### config.mk
export PLATFORM = sky130hd
export DESIGN_NAME = fixed_frame_deframer_crc16_check_unit
export DESIGN_NICKNAME = d
export VERILOG_FILES = /design/src/rtl/ffdc_pkg.sv /design/src/rtl/fixed_frame_deframer_crc16_check_unit.sv /design/src/rtl/ffdc_crc_serial.sv /design/src/rtl/ffdc_window.sv
export VERILOG_INCLUDE_DIRS = /design/src /design/src/rtl
export SDC_FILE = /design/constraint.sdc
export NUM_CORES = 1
export LEC_CHECK = 0
export ABC_AREA = 1
export BUFFER_PORTS_ARGS = -buffer_cell sky130_fd_sc_hd__clkbuf_2
export CAP_MARGIN = 20
export CORE_MARGIN = 5
export CORE_UTILIZATION = 40
export DETAILED_ROUTE_END_ITERATION = 8
export MAX_ROUTING_LAYER = met4
export SLEW_MARGIN = 20
export SYNTH_ARGS = -nofsm -noshare
export SYNTH_HDL_FRONTEND = slang
export SYNTH_HIERARCHICAL = 1
export SYNTH_SLANG_ARGS = --single-unit
### constraint.sdc
create_clock -name aclk -period 11.78 [get_ports aclk]
set_clock_uncertainty 0.1 [all_clocks]
set_input_delay 1.178 -clock aclk [delete_from_list [all_inputs] [get_ports aclk]]
set_output_delay 1.178 -clock aclk [all_outputs]
set_load 0.01 [all_outputs]
### src/rtl/fixed_frame_deframer_crc16_check_unit_macros.svh
`ifndef FIXED_FRAME_DEFRAMER_CRC16_CHECK_UNIT_MACROS_SVH
`define FIXED_FRAME_DEFRAMER_CRC16_CHECK_UNIT_MACROS_SVH

// Check that cons holds in the same cycle as ante.
`define FFDC_ASSERT_NOW(label, clk, rstn, ante, cons, msg) \
    label: assert property (@(posedge clk) disable iff (!rstn) (ante) |-> (cons)) \
        else $error(msg);

// Check that cons holds in the cycle after ante.
`define FFDC_ASSERT_NEXT(label, clk, rstn, ante, cons, msg) \
    label: assert property (@(posedge clk) disable iff (!rstn) (ante) |=> (cons)) \
        else $error(msg);

`endif

### src/rtl/ffdc_pkg.sv
package ffdc_pkg;

    // Frame geometry
    localparam int FRAME_BYTES = 8;
    localparam int WIN_DEPTH   = FRAME_BYTES - 1;
    localparam int FILL_W      = $clog2(FRAME_BYTES);
    localparam logic [FILL_W-1:0] FILL_FULL = FILL_W'(WIN_DEPTH);

    // Marker bytes
    localparam logic [7:0] HEADER_BYTE  = 8'hFF;
    localparam logic [7:0] TRAILER_BYTE = 8'hFE;

    // CRC-16/MODBUS
    localparam logic [15:0] CRC_INIT = 16'hFFFF;
    localparam logic [15:0] CRC_POLY = 16'hA001;

    // Operation codes
    localparam logic OP_BYTE  = 1'b0;
    localparam logic OP_CLEAR = 1'b1;

    // Result kinds
    localparam logic KIND_TEXT  = 1'b0;
    localparam logic KIND_FRAME = 1'b1;

    // Reply codes
    localparam logic [1:0] REPLY_NONE = 2'd0;
    localparam logic [1:0] REPLY_OK   = 2'd1;
    localparam logic [1:0] REPLY_ERR  = 2'd2;

    typedef struct packed {
        logic       operation;
        logic [7:0] rx_byte;
    } ffdc_in_t;

    typedef struct packed {
        logic        kind;
        logic [7:0]  text_byte;
        logic [31:0] data_word;
        logic [15:0] received_crc;
        logic [15:0] computed_crc;
        logic        crc_ok;
        logic [1:0]  reply_code;
        logic [31:0] frame_total;
        logic [31:0] pass_total;
        logic [31:0] fail_total;
        logic [31:0] reply_total;
        logic        last;
    } ffdc_out_t;

    // Window shift line commands
    typedef struct packed {
        logic append;
        logic shift_in;
        logic pop;
        logic clear;
    } ffdc_win_ctrl_t;

    // Window shift line status
    typedef struct packed {
        logic [FILL_W-1:0] fill;
        logic [7:0]        head;
        logic [7:0]        next;
        logic [31:0]       data_word;
        logic [15:0]       rx_crc;
    } ffdc_win_stat_t;

    typedef struct packed {
        logic        busy;
        logic [15:0] crc;
    } ffdc_crc_stat_t;

    typedef enum logic [1:0] {
        ST_IDLE,
        ST_CRC,
        ST_SCAN
    } ffdc_state_t;

endpackage

### src/rtl/fixed_frame_deframer_crc16_check_unit.sv
// Byte-stream deframer for 8-byte frames (0xFF, four data bytes, CRC low, CRC high, 0xFE)
// with a CRC-16/MODBUS check, pass/fail/reply counters and an optional OK/ERR reply code.
// Bytes that open or extend a partial frame, and clear operations, are taken one per cycle
// with no result. A byte outside any frame gives its text result on the next cycle. The
// trailer byte of a frame starts the CRC unit, which works four data bits per cycle, and the
// frame result is registered once the CRC unit is done; the next byte is taken back in idle.
// A bad trailer drops the header and rescans the held bytes through the window
// shift line one byte per cycle: up to 7 text results, then a return to idle.
// Output backpressure stalls the input, the frame result and each rescanned byte alike.
`include "fixed_frame_deframer_crc16_check_unit_macros.svh"

module fixed_frame_deframer_crc16_check_unit (
    input  logic                aclk,
    input  logic                aresetn,
    input  logic                s_valid,
    output logic                s_ready,
    input  ffdc_pkg::ffdc_in_t  s_data,
    output logic                m_valid,
    input  logic                m_ready,
    output ffdc_pkg::ffdc_out_t m_data,
    input  logic                cfg_we,
    input  logic                cfg_wdata
);
    import ffdc_pkg::*;

    ffdc_state_t    state_reg, state_next;
    ffdc_win_ctrl_t win_ctrl;
    ffdc_win_stat_t win_stat;
    ffdc_crc_stat_t crc_stat;

    logic        auto_reply_reg, auto_reply_next;
    logic        m_valid_reg, m_valid_next;
    ffdc_out_t   out_reg, out_next;
    logic [31:0] frame_cnt_reg, frame_cnt_next;
    logic [31:0] pass_cnt_reg,  pass_cnt_next;
    logic [31:0] fail_cnt_reg,  fail_cnt_next;
    logic [31:0] reply_cnt_reg, reply_cnt_next;

    logic       out_free;
    logic       s_accept;
    logic       scan_done;
    logic       crc_start;
    logic       cnt_clear;
    logic       emit_text;
    logic       emit_frame;
    logic [7:0] text_src;
    logic       text_last;
    logic       frame_ok;

    assign out_free  = !m_valid_reg || m_ready;
    assign s_accept  = s_valid && s_ready;
    assign scan_done = (win_stat.fill == '0) || (win_stat.head == HEADER_BYTE);
    assign frame_ok  = (crc_stat.crc == win_stat.rx_crc);

    ffdc_window u_window (
        .aclk    (aclk),
        .aresetn (aresetn),
        .ctrl    (win_ctrl),
        .rx_byte (s_data.rx_byte),
        .stat    (win_stat)
    );

    ffdc_crc_serial u_crc (
        .aclk      (aclk),
        .aresetn   (aresetn),
        .start     (crc_start),
        .data_word (win_stat.data_word),
        .stat      (crc_stat)
    );

    // Next state
    always_comb begin
        state_next = state_reg;
        unique case (state_reg)
            ST_IDLE: begin
                if (s_accept && s_data.operation == OP_BYTE && win_stat.fill == FILL_FULL) begin
                    state_next = (s_data.rx_byte == TRAILER_BYTE) ? ST_CRC : ST_SCAN;
                end
            end
            ST_CRC: begin
                if (!crc_stat.busy && out_free) begin
                    state_next = ST_IDLE;
                end
            end
            ST_SCAN: begin
                if (scan_done) begin
                    state_next = ST_IDLE;
                end
            end
            default: state_next = ST_IDLE;
        endcase
    end

    // Control outputs
    always_comb begin
        s_ready    = 1'b0;
        win_ctrl   = '0;
        crc_start  = 1'b0;
        cnt_clear  = 1'b0;
        emit_text  = 1'b0;
        emit_frame = 1'b0;
        text_src   = s_data.rx_byte;
        text_last  = 1'b1;
        unique case (state_reg)
            ST_IDLE: begin
                s_ready = out_free;
                if (s_accept) begin
                    if (s_data.operation == OP_CLEAR) begin
                        cnt_clear = 1'b1;
                    end else if (win_stat.fill == '0) begin
                        if (s_data.rx_byte == HEADER_BYTE) begin
                            win_ctrl.append = 1'b1;
                        end else begin
                            emit_text = 1'b1;
                        end
                    end else if (win_stat.fill != FILL_FULL) begin
                        win_ctrl.append = 1'b1;
                    end else if (s_data.rx_byte == TRAILER_BYTE) begin
                        crc_start = 1'b1;
                    end else begin
                        win_ctrl.shift_in = 1'b1;
                    end
                end
            end
            ST_CRC: begin
                if (!crc_stat.busy && out_free) begin
                    emit_frame     = 1'b1;
                    win_ctrl.clear = 1'b1;
                end
            end
            ST_SCAN: begin
                if (!scan_done && out_free) begin
                    emit_text    = 1'b1;
                    text_src     = win_stat.head;
                    text_last    = (win_stat.fill == FILL_W'(1)) ||
                                   (win_stat.next == HEADER_BYTE);
                    win_ctrl.pop = 1'b1;
                end
            end
            default: ;
        endcase
    end

    // Update counters and build the result
    always_comb begin
        frame_cnt_next  = frame_cnt_reg;
        pass_cnt_next   = pass_cnt_reg;
        fail_cnt_next   = fail_cnt_reg;
        reply_cnt_next  = reply_cnt_reg;
        auto_reply_next = cfg_we ? cfg_wdata : auto_reply_reg;
        out_next        = out_reg;
        m_valid_next    = m_ready ? 1'b0 : m_valid_reg;

        if (cnt_clear) begin
            frame_cnt_next = '0;
            pass_cnt_next  = '0;
            fail_cnt_next  = '0;
            reply_cnt_next = '0;
        end else if (emit_frame) begin
            frame_cnt_next = frame_cnt_reg + 32'd1;
            if (frame_ok) begin
                pass_cnt_next = pass_cnt_reg + 32'd1;
            end else begin
                fail_cnt_next = fail_cnt_reg + 32'd1;
            end
            if (auto_reply_reg) begin
                reply_cnt_next = reply_cnt_reg + 32'd1;
            end
        end

        if (emit_text || emit_frame) begin
            m_valid_next          = 1'b1;
            out_next              = '0;
            out_next.frame_total  = frame_cnt_next;
            out_next.pass_total   = pass_cnt_next;
            out_next.fail_total   = fail_cnt_next;
            out_next.reply_total  = reply_cnt_next;
            if (emit_frame) begin
                out_next.kind         = KIND_FRAME;
                out_next.data_word    = win_stat.data_word;
                out_next.received_crc = win_stat.rx_crc;
                out_next.computed_crc = crc_stat.crc;
                out_next.crc_ok       = frame_ok;
                out_next.last         = 1'b1;
                if (auto_reply_reg) begin
                    out_next.reply_code = frame_ok ? REPLY_OK : REPLY_ERR;
                end else begin
                    out_next.reply_code = REPLY_NONE;
                end
            end else begin
                out_next.kind      = KIND_TEXT;
                out_next.text_byte = text_src;
                out_next.last      = text_last;
            end
        end
    end

    always_ff @(posedge aclk) begin
        if (!aresetn) begin
            state_reg      <= ST_IDLE;
            m_valid_reg    <= 1'b0;
            auto_reply_reg <= 1'b0;
            frame_cnt_reg  <= '0;
            pass_cnt_reg   <= '0;
            fail_cnt_reg   <= '0;
            reply_cnt_reg  <= '0;
        end else begin
            state_reg      <= state_next;
            m_valid_reg    <= m_valid_next;
            auto_reply_reg <= auto_reply_next;
            frame_cnt_reg  <= frame_cnt_next;
            pass_cnt_reg   <= pass_cnt_next;
            fail_cnt_reg   <= fail_cnt_next;
            reply_cnt_reg  <= reply_cnt_next;
        end
        out_reg <= out_next;
    end

    assign m_valid = m_valid_reg;
    assign m_data  = out_reg;

    // A held partial frame always opens with its header once idle
    `FFDC_ASSERT_NOW(a_win_head, aclk, aresetn, state_reg == ST_IDLE && win_stat.fill != '0, win_stat.head == HEADER_BYTE, "window does not start with header")
    // Trailer launches the CRC unit and the wait state together
    `FFDC_ASSERT_NEXT(a_crc_launch, aclk, aresetn, crc_start, crc_stat.busy && state_reg == ST_CRC, "CRC unit not running after trailer")
    // A frame result comes only from a full window
    `FFDC_ASSERT_NOW(a_frame_full, aclk, aresetn, emit_frame, win_stat.fill == FILL_FULL, "frame emitted from partial window")
    // Each rescanned byte shows up as a text transaction
    `FFDC_ASSERT_NEXT(a_scan_text, aclk, aresetn, emit_text && state_reg == ST_SCAN, m_valid && m_data.kind == KIND_TEXT, "rescanned byte not presented")

endmodule

### src/rtl/ffdc_crc_serial.sv
module ffdc_crc_serial (
    input  logic                    aclk,
    input  logic                    aresetn,
    input  logic                    start,
    input  logic [31:0]             data_word,
    output ffdc_pkg::ffdc_crc_stat_t stat
);
    import ffdc_pkg::*;

    localparam int NIBBLES = 8;
    localparam int CNT_W   = $clog2(NIBBLES);
    localparam logic [CNT_W-1:0] CNT_LAST = CNT_W'(NIBBLES - 1);

    logic [15:0]      crc_reg,   crc_next;
    logic [31:0]      digit_reg, digit_next;
    logic [CNT_W-1:0] cnt_reg,   cnt_next;
    logic             busy_reg,  busy_next;

    // Advance the reflected CRC by four bits, LSB first
    function automatic logic [15:0] crc_nibble(input logic [15:0] c_in, input logic [3:0] d);
        logic [15:0] c;
        c = c_in;
        for (int i = 0; i < 4; i++) begin
            if (c[0] ^ d[i]) begin
                c = {1'b0, c[15:1]} ^ CRC_POLY;
            end else begin
                c = {1'b0, c[15:1]};
            end
        end
        return c;
    endfunction

    // Load bytes in reverse so that a right shift yields each byte low nibble first
    always_comb begin
        crc_next   = crc_reg;
        digit_next = digit_reg;
        cnt_next   = cnt_reg;
        busy_next  = busy_reg;
        if (start) begin
            crc_next   = CRC_INIT;
            digit_next = {data_word[7:0], data_word[15:8], data_word[23:16], data_word[31:24]};
            cnt_next   = '0;
            busy_next  = 1'b1;
        end else if (busy_reg) begin
            crc_next   = crc_nibble(crc_reg, digit_reg[3:0]);
            digit_next = {4'b0, digit_reg[31:4]};
            cnt_next   = cnt_reg + 1'b1;
            if (cnt_reg == CNT_LAST) begin
                busy_next = 1'b0;
            end
        end
    end

    always_ff @(posedge aclk) begin
        if (!aresetn) begin
            busy_reg <= 1'b0;
            cnt_reg  <= '0;
        end else begin
            busy_reg <= busy_next;
            cnt_reg  <= cnt_next;
        end
        crc_reg   <= crc_next;
        digit_reg <= digit_next;
    end

    assign stat.busy = busy_reg;
    assign stat.crc  = crc_reg;

endmodule

### src/rtl/ffdc_window.sv
module ffdc_window (
    input  logic                     aclk,
    input  logic                     aresetn,
    input  ffdc_pkg::ffdc_win_ctrl_t ctrl,
    input  logic [7:0]               rx_byte,
    output ffdc_pkg::ffdc_win_stat_t stat
);
    import ffdc_pkg::*;

    logic [7:0]        win_reg [WIN_DEPTH];
    logic [7:0]        win_next [WIN_DEPTH];
    logic [FILL_W-1:0] fill_reg, fill_next;

    // Clear, append at the fill point, or shift toward the head
    always_comb begin
        for (int i = 0; i < WIN_DEPTH; i++) begin
            win_next[i] = win_reg[i];
        end
        fill_next = fill_reg;
        if (ctrl.clear) begin
            fill_next = '0;
        end else if (ctrl.append) begin
            win_next[fill_reg] = rx_byte;
            fill_next          = fill_reg + 1'b1;
        end else if (ctrl.shift_in) begin
            for (int i = 0; i < WIN_DEPTH - 1; i++) begin
                win_next[i] = win_reg[i+1];
            end
            win_next[WIN_DEPTH-1] = rx_byte;
        end else if (ctrl.pop) begin
            for (int i = 0; i < WIN_DEPTH - 1; i++) begin
                win_next[i] = win_reg[i+1];
            end
            fill_next = fill_reg - 1'b1;
        end
    end

    always_ff @(posedge aclk) begin
        if (!aresetn) begin
            fill_reg <= '0;
        end else begin
            fill_reg <= fill_next;
        end
        for (int i = 0; i < WIN_DEPTH; i++) begin
            win_reg[i] <= win_next[i];
        end
    end

    assign stat.fill      = fill_reg;
    assign stat.head      = win_reg[0];
    assign stat.next      = win_reg[1];
    assign stat.data_word = {win_reg[1], win_reg[2], win_reg[3], win_reg[4]};
    assign stat.rx_crc    = {win_reg[6], win_reg[5]};

endmodule
# Word level (Yosys, flattened, before mapping)

Memory sizes are Yosys's and may differ from the RTL's.
Cells that the tools add are included.

Register bits: 392
RAM bits: 56
Bits of input ports: 15
Output and inout port bits: 207
Word-level logic and storage cells: 162
Memories: 1

$add $sub $neg: 7
$lt $le $gt $ge: 2
Equal/unequal tests: 15
Multiplexer cells: 76
Bitwise gates (word level): 13
Reduce and logical (&&, ||, !) cells: 24

Memory list:

| memory           | words | width | rd ports | clocked after Yosys merged registers in | write ports | RTL line          | RTL |
|---|---|---|---|---|---|---|---|
| u_window.win_reg | 7     | 8     | 7        | 0                                       | 7           | ffdc_window.sv:10 | `logic [7:0] win_reg [WIN_DEPTH];` |

Operators with widths:

| operator                                                   | number |
|---|---|
| 2-to-1 mux 32 bit                                          | 13 |
| 2-to-1 mux 16 bit                                          | 10 |
| adder 32 x 1 -> 32 bit, second input constant              | 4 |
| 2-to-1 mux 56 bit                                          | 2 |
| 2-to-1 mux 48 bit                                          | 2 |
| bitwise mux 56 bit                                         | 1 |
| equality test 8 bit, second input constant                 | 4 |
| 2-to-1 mux 8 bit                                           | 4 |
| 2-to-1 mux 1 bit                                           | 30 |
| demux 8 bit (select 3 bit)                                 | 1 |
| equality test 16 bit                                       | 1 |
| 2-to-1 mux 2 bit                                           | 8 |
| NOT 2 -> 3 bit                                             | 4 |
| 2-to-1 mux 3 bit                                           | 3 |
| adder 3 x 1 -> 3 bit, second input constant                | 2 |
| equality test 3 bit, second input constant                 | 2 |
| logical AND 1 bit                                          | 6 |
| != test 2 bit, second input constant                       | 3 |
| one-hot mux 2 bit (3 select lines)                         | 1 |
| nonzero test 2 bit                                         | 3 |
| >= comparator 4 bit, second input constant                 | 1 |
| logical OR 1 bit                                           | 4 |
| less-than comparator 4 x 1 -> 1 bit, second input constant | 1 |
| NOT 1 bit                                                  | 4 |
| other kinds (16)                                           | 23 |

# Longest topological paths before layout

Depth after elaboration: 18
Gate-level depth with buffers: 14
Depth with buffers taken out: 13

# By module

Netlist, hierarchy kept.

By module, submodules not included:

| module                                | times used | cells an instance | area each (um^2) | sequential area each (um^2) |
|---|---|---|---|---|
| fixed_frame_deframer_crc16_check_unit | 1          | 1997              | 16067.9          | 8798.4 |
| ffdc_window                           | 1          | 244               | 2607.5           | 1741.7 |
| ffdc_crc_serial                       | 1          | 248               | 2242.2           | 1361.3 |

# Worst setup path before layout

No wires, ideal clock.

Kind: input port to flip-flop
From: in m_ready
To: reg out_reg (netlist bit m_data[0]) (enable)
Setup time: 1.634 ns
Data arrival time: 5.375 ns
Data required time: 10.046 ns
Setup slack: 4.671 ns
Stages: 10
Path buffers: 2
Cell sequence: inv_1 nand2_2 nand2_1 inv_2 nand2_4 inv_2 buf_2 buf_2 nor2_1 nand2_1

RTL lines:

| item                 | RTL line                                     | RTL |
|---|---|---|
| from (decl)          | fixed_frame_deframer_crc16_check_unit.sv:19  | `input logic m_ready,` |
| logical OR 1 bit     | fixed_frame_deframer_crc16_check_unit.sv:50  | `assign out_free = !m_valid_reg \|\| m_ready;` |
| logical AND 1 bit    | fixed_frame_deframer_crc16_check_unit.sv:126 | `if (!crc_stat.busy && out_free) begin` |
| 2-to-1 mux 1 bit     | fixed_frame_deframer_crc16_check_unit.sv:126 |  |
| 2-to-1 mux 1 bit     | fixed_frame_deframer_crc16_check_unit.sv:104 | `unique case (state_reg)` |
| via emit_frame       | fixed_frame_deframer_crc16_check_unit.sv:45  | `logic emit_frame;` |
| logical OR 1 bit     | fixed_frame_deframer_crc16_check_unit.sv:171 | `if (emit_text \|\| emit_frame) begin` |
| to (signal assigned) | fixed_frame_deframer_crc16_check_unit.sv:216 | `out_reg <= out_next;` |
| to (decl)            | fixed_frame_deframer_crc16_check_unit.sv:33  | `ffdc_out_t out_reg, out_next;` |

The timed path passes the listed nets, and every way through them passes these cells.
A chain may end at the register's enable or synchronous reset.

# Final worst setup path

From: in m_ready
To: reg out_reg (netlist bit m_data[9]) (enable)

Longest elaborated chain between the ends: 6

RTL lines:

| item                               | RTL line                                     | RTL |
|---|---|---|
| logical OR 1 bit (*)               | fixed_frame_deframer_crc16_check_unit.sv:50  |  |
| 2-to-1 mux 1 bit                   | fixed_frame_deframer_crc16_check_unit.sv:104 |  |
| logical AND 1 bit                  | fixed_frame_deframer_crc16_check_unit.sv:51  | `assign s_accept = s_valid && s_ready;` |
| 2-to-1 mux 1 bit                   | fixed_frame_deframer_crc16_check_unit.sv:107 | `if (s_accept) begin` |
| one-hot mux 1 bit (2 select lines) | fixed_frame_deframer_crc16_check_unit.sv:104 |  |
| logical OR 1 bit (*)               | fixed_frame_deframer_crc16_check_unit.sv:171 |  |

Mark *: on every way between the ends. The rest lies on a longest branch, timed or not.

==> results.toml <==
[sta]
min_period_over_period_pct = 31.0
slew_violations = 0
rsz0062_at_grt = "no"
setup-violations-final = 0
maxSlewHeadroom_pct = 33.8
tns_ps = 0
final-hold-violation-count = 0
fmax_mhz = 274
worst_pin_slew_ps = 992
final.min_clock_period_ps = 3650

[logic_synthesis]
synth_edf_count = 293
async_flop_share_pct = 0
synth.largest_area_cell = "edfxtp_1"
synth.area.top_cells = "edfxtp_1 (42%), dfxtp_1 (15%), nand2_1 (11%)"
synth_cell_types = 48
ys_ff_latch = 448
yosysSeqAreaShare_pct = 56.9
synthesis.nets = 2511
synth_ff_type = "edfxtp_1"
synth_top_area_share_pct = 42.1
synth_cells = 2489
yosysWarningCount = 6
avgSynthCellArea_um2 = 8.40
netlist_area_um2 = 20900

[clock_tree]
hold_buffers = 0
clk_path_buf_depth = 3
htree_levels = 2
clk_pin_slew_ps = 60
root_buffer = "clkbuf_16"
clkLatencyLatePin_ps = 580
cts_tree = "yes"
post_cts_buffers = 0
cts.sinks = 448
cts_buffers = 48
cts.repair.resized = 0

[layout]
postLayoutCellArea_um2 = 24100
n_antenna_cell = 0
final_nets = 2704
largest_reg_flops = 205
fillers = 4958
syn2layout_area_growth_pct = 15.1
fin_cells = 3402
drive_above_1_share_pct = 13.3

[power]
leakage_nw = 10.7
ir_drop_v = 0.0000968
cellPowerDensity_nw_per_um2 = 137

[global_route]
use_met1_pct = 27.0
globalRouteTotalUtil_pct = 19.4
grt_max_degree = 89
antenna_found_initial = 0
grtUsageMet2_pct = 30.0
grt-ovfl-total = 0
grt_pass1_vias = 16000
grt_pass1_wl_mm = 87.1
grt.busiest_layer = "met2"
grtUsageMet3_pct = 3.01

[placed_design]
hpwlAfterDp_mm = 38.9
placed_cell_area_um2 = 22500
gp_congestion = 0.957
portBuffers = 221
place_inst = 3312

[floorplanning]
die-area_um2 = 57000
die_h_um = 239
rows = 83
io_pins = 222
design.core.area_um2 = 51600
start_util_pct = 40.5
die_w_um = 239

[run_status]
status = "finished, final reports clean"

[route]
drc_errors = 0
drtPass1Iterations = 6
ant_nets = 0
drt-wirelength-per-cell_um = 16.3
wirelength_mm = 55.3
drt-initial-drc-count = 1370
vias_per_cell = 4.96
vias = 16900

[setup_path]
path_delay_family = "buffers and inverters"
critPathBufInv = 5
max_stage_delay_ps = 830
path_cells = "clkbuf_2 -> inv_1 -> nand2_2 -> nand2_1 -> inv_2 -> nand2_4 -> inv_2 -> nor2_1 -> nand2_4 -> buf_4"
critical_path_class = "input port to register"
crit_fanout = 70
reg2reg_slack_ps = 8160
arrival_ps = 3750
worstPathRequired_ps = 11880
critPathCaptureType = "register"
critical-path-slowest-cell = "buf_4"
critPathLaunchType = "input port"

[run]
maxCapViolations = 0

[hold_path]
hp-class = "register to register"
-- logic make-up after synthesis --
group / Yosys count / synth area share [%]
buffers and inverters: 483 / 9.34
adders and majority gates: 7 / 0.455
xor gates and xnor gates: 17 / 0.748
DFF: 448 / 56.9
and+or+nand+nor: 1398 / 29.0
AOI/OAI and AO/OA: 136 / 3.58
-- cell type report --
cell class / instances / area [um^2] / share of cell area [%]
inverters: 394 / 1480 / 6.16
repair buffers: 232 / 1190 / 4.95
multi-input cells: 1558 / 7080 / 29.4
well taps: 680 / 851 / 3.53
clock buffers: 61 / 1320 / 5.49
clock inverters: 29 / 245 / 1.02
flip-flops and latches: 448 / 11900 / 49.4
-- Yosys cell counts (2+ instances only) --
cell        n
a211oi_1    6
nor2_4      7
o21ai_0    76
nor4_1     14
and3_1      2
clkbuf_1   28
buf_2      35
xnor2_1     5
ha_1        6
nand3b_1    4
nor2_1    372
inv_2       5
inv_1     387
buf_1       7
buf_6       6
nand3_1   202
nand3_2     6
o22ai_1     2
o21bai_1    4
a21oi_1    32
nor3_1     76
edfxtp_1  293
nor2_2     13
o31ai_1     2
buf_4      13
nand2_1   602
xor2_1     11
nand2_2     7
nor3_2      5
nand4_1    81
dfxtp_1   155
o21ai_1     5
a22oi_1     5
-- power by group --
part / switching, mW / total (mW) / internal (mW)
clock: 0.635 / 1.50 / 0.864
sequential: 0.0106 / 1.70 / 1.69
combinational: 0.0715 / 0.0956 / 0.0241
-- final timing paths --
path	start	end	depth (start not counted)
hold reg to reg	u_crc/cnt_reg[1]$_SDFFE_PP0P_	u_crc/cnt_reg[1]$_SDFFE_PP0P_	2
setup reg to reg	state_reg[1]$_SDFFE_PN0P_	u_crc/digit_reg[24]$_DFFE_PP_	8
hold / removal	u_crc/cnt_reg[1]$_SDFFE_PP0P_	u_crc/cnt_reg[1]$_SDFFE_PP0P_	2
setup / recovery	m_ready	m_data[9]$_DFFE_PP_	10
-- per-layer routing --
metal,wire [um],part of all wire [%]
met1,25500,46
met4,1230,2.2
met2,25400,46
met5,0,0
met3,3230,5.8
-- worst min-delay path, stage by stage (launching register included) --
cell and delay [ps]:
dfxtp_1 310, nand2_1 60, a21oi_1 60
-- stage by stage --
stage	setup slack (ps)	power [mW]	hold WS, ps	utilization [%]
3_5_place_dp	7320	1.84	370	43.6
6_report	8130	3.30	386	46.6
2_1_floorplan	4670	1.79	343	-
5_1_grt	7710	3.41	411	46.6
3_3_place_gp	7360	1.84	357	43.6
4_1_cts	7910	3.34	380	46.6
-- cells in the final DEF (no fill, tap or decap), types with 12 or more instances in the layout --
master	synthesis	final
nor3_1	76	76
nand3_1	202	202
nor2_2	13	13
dfxtp_1	155	155
nand4_1	81	81
nand2_1	602	600
inv_1	387	387
nor2_1	372	371
a21oi_1	32	32
nor4_1	14	14
clkbuf_2	0	221
o21ai_0	76	76
edfxtp_1	293	293
clkinv_2	0	12
clkbuf_16	0	50
Note: power is estimated with default switching activity, not from simulation.
